**config.mk**
```make
export PLATFORM = sky130hd
export DESIGN_NAME = pcr_fifo
export DESIGN_NICKNAME = d
export VERILOG_FILES = /design/src/hdl/pcr_pkg.sv /design/src/hdl/pcr_fifo.sv
export SDC_FILE = /design/constraint.sdc
export NUM_CORES = 1
export LEC_CHECK = 0
export BUFFER_PORTS_ARGS = -buffer_cell sky130_fd_sc_hd__buf_2
export CORE_ASPECT_RATIO = 0.6
export CORE_MARGIN = 3
export CORE_UTILIZATION = 55
export CTS_BUF_LIST = sky130_fd_sc_hd__clkbuf_4 sky130_fd_sc_hd__clkbuf_8
export DETAILED_ROUTE_END_ITERATION = 8
export GPL_ROUTABILITY_DRIVEN = 1
export HOLD_SLACK_MARGIN = 0.1
export PLACE_DENSITY = 0.77
export SYNTH_ARGS = -nofsm -noshare
export SYNTH_HDL_FRONTEND = slang
export SYNTH_SLANG_ARGS = --single-unit
```
**constraint.sdc**
```tcl
create_clock -name clk -period 2.25 [get_ports clk]
set_input_delay 0.225 -clock clk [delete_from_list [all_inputs] [get_ports clk]]
set_output_delay 0.225 -clock clk [all_outputs]
set_load 0.005 [all_outputs]
```
**src/hdl/pcr_pkg.sv**
```systemverilog
// ----------------------------------------------------------------------------
// pcr_pkg
// Shared types and constants of the particle contact resolver.
// ----------------------------------------------------------------------------
`default_nettype none

package pcr_pkg;

	// fixed field widths
	localparam int TS_W     = 21;
	localparam int BOUNCE_W = 17;
	localparam int IM_W     = 31;
	localparam logic [TS_W-1:0] TS_RESET = 21'd1092;

	// divider: 31 quotient bits, one per step, plus an entry stage
	localparam int QUO_W     = 31;
	localparam int DIV_STEPS = QUO_W;
	localparam int DIV_LAT   = DIV_STEPS + 1;

	// queues
	localparam int FIFO_AW    = 2;
	localparam int FIFO_DEPTH = 1 << FIFO_AW;

	localparam logic signed [63:0] S32_MAX = 64'sd2147483647;
	localparam logic signed [63:0] S32_MIN = -64'sd2147483648;

	// packed vector: x low, y high
	typedef struct packed {
		logic signed [31:0] y;
		logic signed [31:0] x;
	} vec_t;

	// one contact as it arrives
	typedef struct packed {
		vec_t                n;
		vec_t                v0;
		vec_t                v1;
		vec_t                a0;
		vec_t                a1;
		vec_t                p0;
		vec_t                p1;
		logic [IM_W-1:0]     im0;
		logic [IM_W-1:0]     im1;
		logic signed [31:0]  pen;
		logic                two;
		logic [BOUNCE_W-1:0] bounce;
	} contact_t;

	// fields that ride along the whole datapath
	typedef struct packed {
		vec_t               n;
		vec_t               v0;
		vec_t               v1;
		vec_t               p0;
		vec_t               p1;
		logic [IM_W-1:0]    im0;
		logic [IM_W-1:0]    im1;
		logic [31:0]        total;
		logic signed [31:0] pen;
	} base_t;

	// classified contact handed from front to back
	typedef struct packed {
		base_t       base;
		logic [31:0] dv;
		logic        do_vel;
		logic        do_pos;
	} job_t;

	// one result item
	typedef struct packed {
		vec_t v0;
		vec_t v1;
		vec_t p0;
		vec_t p1;
	} result_t;

	// queue status
	typedef struct packed {
		logic full;
		logic empty;
	} q_stat_t;

	function automatic logic signed [31:0] sat32(input logic signed [63:0] v);
		if (v > S32_MAX) begin
			return 32'sh7FFFFFFF;
		end else if (v < S32_MIN) begin
			return 32'sh80000000;
		end else begin
			return v[31:0];
		end
	endfunction

endpackage

`default_nettype wire

```
**src/hdl/pcr_fifo.sv**
```systemverilog
// ----------------------------------------------------------------------------
// pcr_fifo
// Small register queue, four entries, with full/empty status.
// ----------------------------------------------------------------------------
`default_nettype none

module pcr_fifo import pcr_pkg::*; #(
	parameter int W = 8
) (
	input  logic         clk,
	input  logic         arst_n,
	input  logic         wr,
	input  logic [W-1:0] wdata,
	input  logic         rd,
	output logic [W-1:0] rdata,
	output q_stat_t      stat
);

	logic [W-1:0]       mem_q [FIFO_DEPTH];
	logic [FIFO_AW-1:0] wp_q;
	logic [FIFO_AW-1:0] rp_q;
	logic [FIFO_AW:0]   cnt_q;

	// storage; the writer must write only when not full, the block itself does not enforce it
	always_ff @(posedge clk) begin
		if (wr) begin
			mem_q[wp_q] <= wdata;
		end
	end

	// pointers and fill count
	always_ff @(posedge clk or negedge arst_n) begin
		if (!arst_n) begin
			wp_q  <= '0;
			rp_q  <= '0;
			cnt_q <= '0;
		end else begin
			if (wr) begin
				wp_q <= wp_q + 1'b1;
			end
			if (rd) begin
				rp_q <= rp_q + 1'b1;
			end
			cnt_q <= cnt_q + (FIFO_AW+1)'(wr) - (FIFO_AW+1)'(rd);
		end
	end

	assign rdata      = mem_q[rp_q];
	assign stat.full  = (cnt_q == (FIFO_AW+1)'(FIFO_DEPTH));
	assign stat.empty = (cnt_q == '0);

endmodule

`default_nettype wire

```
==> out/qor.yml, run 1 <==
status: "finished clean"
ys_ff_latch: 39
max-vdd-ir-drop_mv: 0.5885
grt_max_degree: 12
power_density_nw_per_um2: 1239
io_pins: 22
max_freq_ghz: 0.5276
finalSetupViolCount: 0
seq_area_frac_synth: 0.7364
gp_congestion: 0.6734
startpoint_type: "flop"
combinationalPowerShare: 0.275
cts-root-to-sink-buffers: 2
num-fill-cells: 183
postSynthCellCount: 76
slew_headroom: 0.7039
yosysUniqueCellTypes: 15
critical_path_required_ns: 2.03
cts_setup_buffers: 0
coreArea_sq_um: 2592
grt_pass1_wl_um: 3574
dp_hpwl_um: 1653
ys_warn_count: 0
synth_top_area_frac: 0.6229
rr_worst_depth: 7
critPathKind: "flop to output pin"
p_sw_frac: 0.2787
grt_pass1_vias: 746
rsz0062_at_grt: "no"
cts.sinks: 39
via_per_inst: 5.343
final_cell_area_sq_um: 1793
drt.antenna.violating_nets: 0
clk_latency_ns: 0.28
die_area_sq_um: 3497
syn_to_final_growth_pct: 16.22
yosys.area.top_type: "edfxtp_1"
p_leak_nw: 0.6973
fp.dieH_um: 47.03
cts-root-buf: "clkbuf_8"
rows: 14
grt_usage: 0.1581
overflow: 0
worstPathArrival_ns: 1.67
routed_wirelength_um: 2353
drv_slew: 0
numCtsBuffers: 5
syn-cell-area_sq_um: 1543
cts_tree: "built"
fin_crit_ns: 1.895
finalHoldViolations: 0
antenna_found_initial: 0
cts_htree_levels: 2
drv_cap: 0
syn-num-nets: 95
syn_area_per_cell_sq_um: 20.30
tns_ns: 0
placedCellCount: 128
yosys-top-cells-area: "edfxtp_1 (62%), mux4_2 (12%), dfrtp_1 (11%)"
clk_pin_slew_worst_paths_ns: 0.07
final.period_utilization: 0.8424
portBuffers: 21
power.net_switching_w: 0.0006192
first_pass_iters: 4
clockPowerShare: 0.233
stdcell_count: 137
cp-end-kind: "output pin"
drt-initial-drc-count: 41
num_vias: 732
drc_errors: 0
nNetsFinal: 123
layout-drive-gt1-share: 0.3619
worstMarginPinSlew_ns: 0.4441
hold_class: "primary input to flop"
wl_per_cell_um: 17.18
internal_power_w: 0.001602
min_delay_path_depth: 1
start_util: 0.5951
seqPwrFrac: 0.492
path_max_fanout: 6
dieWidth_um: 74.38
diodes: 0
dpl_cell_area_sq_um: 1679
finalClockSkew_ns: 0.003495
-- cell usage after synthesis, drive strengths merged --
| library cell | n |
|---|---|
| xor2 | 2 |
| o21ai | 1 |
| fa | 1 |
| xnor2 | 3 |
| inv | 6 |
| dfrtp | 7 |
| and3 | 1 |
| nand2 | 2 |
| ha | 6 |
| buf | 2 |
| edfxtp | 32 |
| nor3 | 1 |
| mux4 | 8 |
| and2 | 4 |
-- through the flow --
step                      power [W]  hold slack, ns  worst slack [ns]  utilization
after floorplan            0.001514        -0.07059            0.6767            -
after global placement     0.001702         0.06625            0.6403       0.6477
after detailed placement   0.001737         0.06711            0.6127       0.6477
after CTS                  0.002252          0.1462            0.3191       0.6916
after global routing       0.002348          0.1519            0.2343       0.6916
final                      0.002222          0.1542            0.3547       0.6916
-- critical path: stages, from the launching register on --
cell and delay (ns):
dfrtp_1 0.51, buf_4 0.23, mux4_2 0.50, buf_2 0.14
-- power by group through the flow --
stage                     sequential, W  combinational, W  clock [W]
final                           0.00109          0.000612   0.000518
after global routing            0.00111          0.000679   0.000558
after CTS                       0.00109          0.000629   0.000530
after detailed placement        0.00111          0.000630          0
after global placement          0.00110          0.000606          0
after floorplan                 0.00103          0.000484          0
-- cells in the final DEF, fill, tap and decap left out --
| cell type | synthesis | final |
|---|---|---|
| fa_1 | 1 | 1 |
| clkbuf_8 | 0 | 7 |
| xor2_1 | 2 | 2 |
| inv_1 | 6 | 6 |
| and2_1 | 4 | 4 |
| mux4_2 | 8 | 8 |
| nor3_1 | 1 | 1 |
| xnor2_1 | 3 | 3 |
| dfrtp_1 | 7 | 7 |
| o21ai_0 | 1 | 1 |
| dlygate4sd3_1 | 0 | 1 |
| clkbuf_4 | 0 | 1 |
| nand2_1 | 2 | 2 |
| and3_1 | 1 | 1 |
| ha_1 | 6 | 6 |
| buf_4 | 0 | 1 |
| buf_2 | 1 | 21 |
| edfxtp_1 | 32 | 32 |
-- kinds of logic after synthesis --
logic type | after synthesis | share of synthesized area
buffers and inverters | 8 | 0.02514
DFF | 39 | 0.7364
muxes | 8 | 0.1168
xor gates and xnor gates | 5 | 0.02839
adders and majority gates | 7 | 0.06164
AOI/OAI and AO/OA | 1 | 0.003241
and+or+nand+nor | 8 | 0.02838
-- state kept, by name, summed over array words and instances, names as in the netlist --
register,cells
rp_q,2
mem_q,32
wp_q,2
cnt_q,3
-- timing repair --
item / in CTS / in global routing
hold buffers: 1 / 0
hold endpoints to repair: 7 / 0
gates resized for setup: 0 / 0
-- final timing paths --
path / start / end / slack (ns)
min in group asynchronous: arst_n / rp_q[0] / 0.32
worst max-delay path: rp_q[0] / rdata[1] / 0.35
worst min register to register: wp_q[0] / wp_q[0] / 0.54
worst max register to register: cnt_q[0] / cnt_q[2] / 0.62
max in group asynchronous: arst_n / cnt_q[0] / 1.77
worst min-delay path: wdata[0] / mem_q[3][0] / 0.15
-- layer usage --
metal / vias up / global-route usage / part of all wire / wire (um)
li1: 341 / - / - / -
met1: 371 / 0.1850 / 0.43 / 1013
met2: 16 / 0.2531 / 0.50 / 1181
met3: 4 / 0.06410 / 0.054 / 128
met4: 0 / 0.09574 / 0.012 / 29
met5: - / 0 / 0 / 0
-- cell type report --
cell class,count,area [sq um],area share
Timing Repair Buffer,23,122.6,0.06839
Clock buffer,8,103.9,0.05792
Inverter,6,22.52,0.01256
Tap cell,32,40.04,0.02233
Multi-Input combinational cell,29,367.9,0.2052
Sequential cell,39,1136,0.6336
Note: power is estimated with default switching activity, not from simulation.
==> run 2: changes to the inputs <==
--- a/config.mk
+++ b/config.mk
@@ -8,12 +8,12 @@
 export BUFFER_PORTS_ARGS = -buffer_cell sky130_fd_sc_hd__buf_2
 export CORE_ASPECT_RATIO = 0.6
 export CORE_MARGIN = 3
-export CORE_UTILIZATION = 55
+export CORE_UTILIZATION = 52
 export CTS_BUF_LIST = sky130_fd_sc_hd__clkbuf_4 sky130_fd_sc_hd__clkbuf_8
 export DETAILED_ROUTE_END_ITERATION = 8
 export GPL_ROUTABILITY_DRIVEN = 1
 export HOLD_SLACK_MARGIN = 0.1
-export PLACE_DENSITY = 0.77
+export PLACE_DENSITY = 0.76
 export SYNTH_ARGS = -nofsm -noshare
 export SYNTH_HDL_FRONTEND = slang
 export SYNTH_SLANG_ARGS = --single-unit
==> constraint.sdc (replaced) <==
create_clock -name clk -period 1.6 [get_ports clk]
set_input_delay 0.16 -clock clk [delete_from_list [all_inputs] [get_ports clk]]
set_output_delay 0.16 -clock clk [all_outputs]
set_load 0.005 [all_outputs]
==> out/qor.yml, run 2 (synthesis gave the netlist of run 1 again) <==
max_freq_ghz: 0.6097
rows: 14  # unchanged
cts.sinks: 39  # unchanged
largest_reg_flops: 32  # unchanged
final.period_utilization: 1.025
reg_top3: "mem_q x32, cnt_q x3"
fin_crit_ns: 1.640
cp-end-kind: "flop"
diodes: 0  # unchanged
first_pass_iters: 3  # -1
cts_tree: "built"
grt_max_degree: 12  # unchanged
top_register: "mem_q"
portBuffers: 21  # unchanged
violations: "setup timing"
slew_headroom: 0.7180  # +0.01410
slowest_stage: "fa_2"
clk_latency_ns: 0.28  # about the same
utilization: 0.7176  # +0.02597
drv_slew: 0  # unchanged
finalHoldViolations: 0  # unchanged
fp.dieH_um: 48.19  # +2.5%
max-vdd-ir-drop_mv: 0.9778  # +66%
routed_wirelength_um: 2380  # +1.1%
num-fill-cells: 182  # -0.55%
critical_path_required_ns: 1.76  # -0.27 ns
crit_top_cell: "inv_1"
numCtsBuffers: 5  # unchanged
overflow: 0  # unchanged
cp_cell_sequence: "inv_1 > ha_1 > inv_1 > ha_2 > fa_2 > xnor2_2 > xnor2_1"
num_vias: 747  # +2.0%
status: "finished, violations left"
grt_pass1_vias: 816  # +9.4%
path_max_fanout: 2  # -4
critPathKind: "flop to flop"
register_area_sq_um: 1136  # unchanged
gp_congestion: 0.6738  # about the same
clk_pin_slew_worst_paths_ns: 0.07  # about the same
via_per_inst: 4.788  # -10%
drt.antenna.violating_nets: 0  # unchanged
finalPower_w: 0.003173  # +43%
layout-drive-gt1-share: 0.3621  # about the same
layout_commonest_cell: "edfxtp_1"
cts-root-to-sink-buffers: 2  # unchanged
power_density_nw_per_um2: 1661  # +34%
cts-root-buf: "clkbuf_8"
dieWidth_um: 76.32  # +2.6%
finalSetupViolCount: 8  # +8
wl_per_cell_um: 15.26  # -11%
io_pins: 22  # unchanged
nNetsFinal: 134  # +8.9%
drt-initial-drc-count: 31  # -24%
cts_htree_levels: 2  # unchanged
coreArea_sq_um: 2663  # +2.7%
worstMarginPinSlew_ns: 0.4230  # -0.02115 ns
die_area_sq_um: 3678  # +5.2%
antenna_found_initial: 0  # unchanged
dpl_cell_area_sq_um: 1709  # +1.8%
final_cell_mix: "edfxtp_1 (32), buf_2 (21), dlygate4sd3_1 (9), mux4_2 (8), dfrtp_1 (7)"
finalClockSkew_ns: 0.006368  # +0.002873 ns
p_leak_nw: 0.7415  # +6.3%
drc_errors: 0  # unchanged
grt_pass1_wl_um: 3912  # +9.5%
multi_input_area_sq_um: 380.4  # +3.4%
setup_ws_ns: -0.04024  # -0.3949 ns
syn_to_final_growth_pct: 23.84
drv_cap: 0  # unchanged
hold_class: "primary input to flop"
worstPathArrival_ns: 1.80  # +0.13 ns
final_cell_area_sq_um: 1911  # +6.6%
slowest_delay_ns: 0.38  # -0.13 ns
startpoint_type: "flop"
dp_hpwl_um: 1652  # about the same
grt_usage: 0.1511  # -0.006979
rsz0062_at_grt: "yes"
start_util: 0.5794  # -0.01566
## run 2: final timing paths
kind / slack [ns] / startpoint / cells past startpoint / to
setup / recovery: -0.04 / cnt_q[0] / 7 / cnt_q[2]
hold / removal: 0.11 / wdata[0] / 1 / mem_q[0][0]
setup reg to reg: -0.04 / cnt_q[0] / 7 / cnt_q[2]
hold reg to reg: 0.55 / wp_q[0] / 1 / wp_q[0]
max in group asynchronous: 1.18 / arst_n / 2 / rp_q[0]
min in group asynchronous: 0.25 / arst_n / 2 / cnt_q[0]
## run 2: power by group
group	switching [W]	internal [W]	leakage [nW]
Clock	0.000297	0.000314	0.0437
Combinational	0.000443	0.000602	0.322
Sequential	0.000153	0.00137	0.376
Total	0.000893	0.00228	0.742
## run 2: layout make-up
type	count	share of cell area
sequential	39	0.5946
clock buffer	6	0.03995
tap	40	0.02620
timing repair buffer	34	0.1244
multi-input combinational	29	0.1991
clock inverter	2	0.003929
inverter	6	0.01179
## run 2: metrics by stage
step / setup TNS, ns / hold WS [ns] / setup WS, ns / instances
global placement: 0 / -0.001388 / 0.01149 / 137
CTS: -0.3065 / 0.1092 / -0.04449 / 155
global route: -0.6843 / 0.1053 / -0.09449 / 156
detailed placement: -0.05827 / 0.004561 / -0.05827 / 137
finish: -0.1516 / 0.1112 / -0.04024 / 156
floorplan: 0 / -0.1356 / 0.02669 / 76
## run 2: per-layer routing
| layer | up-vias | wire length [um] | track usage |
|---|---|---|---|
| met4 | 0 | 8 | 0.06498 |
| li1 | 359 | - | - |
| met1 | 370 | 1082 | 0.1791 |
| met3 | 2 | 115 | 0.05351 |
| met5 | - | 0 | 0 |
| met2 | 16 | 1174 | 0.2670 |
## run 2: worst max-delay path: cells and delay by family, from the launching register on
family                   cells  cell delay [ns]
flip-flops                   1             0.35
XOR/XNOR                     2             0.26
adder cells (fa/ha/maj)      3             0.82
buffers and inverters        2             0.09
## run 2: timing repair
item / in CTS / in global routing
hold buffers: 9 / 0
hold endpoints to repair: 33 / 0
pin swaps: 1 / 2
buffers inserted: 1 / 1
endpoints found under the setup margin: 9 / 9
resized for setup: 1 / 2
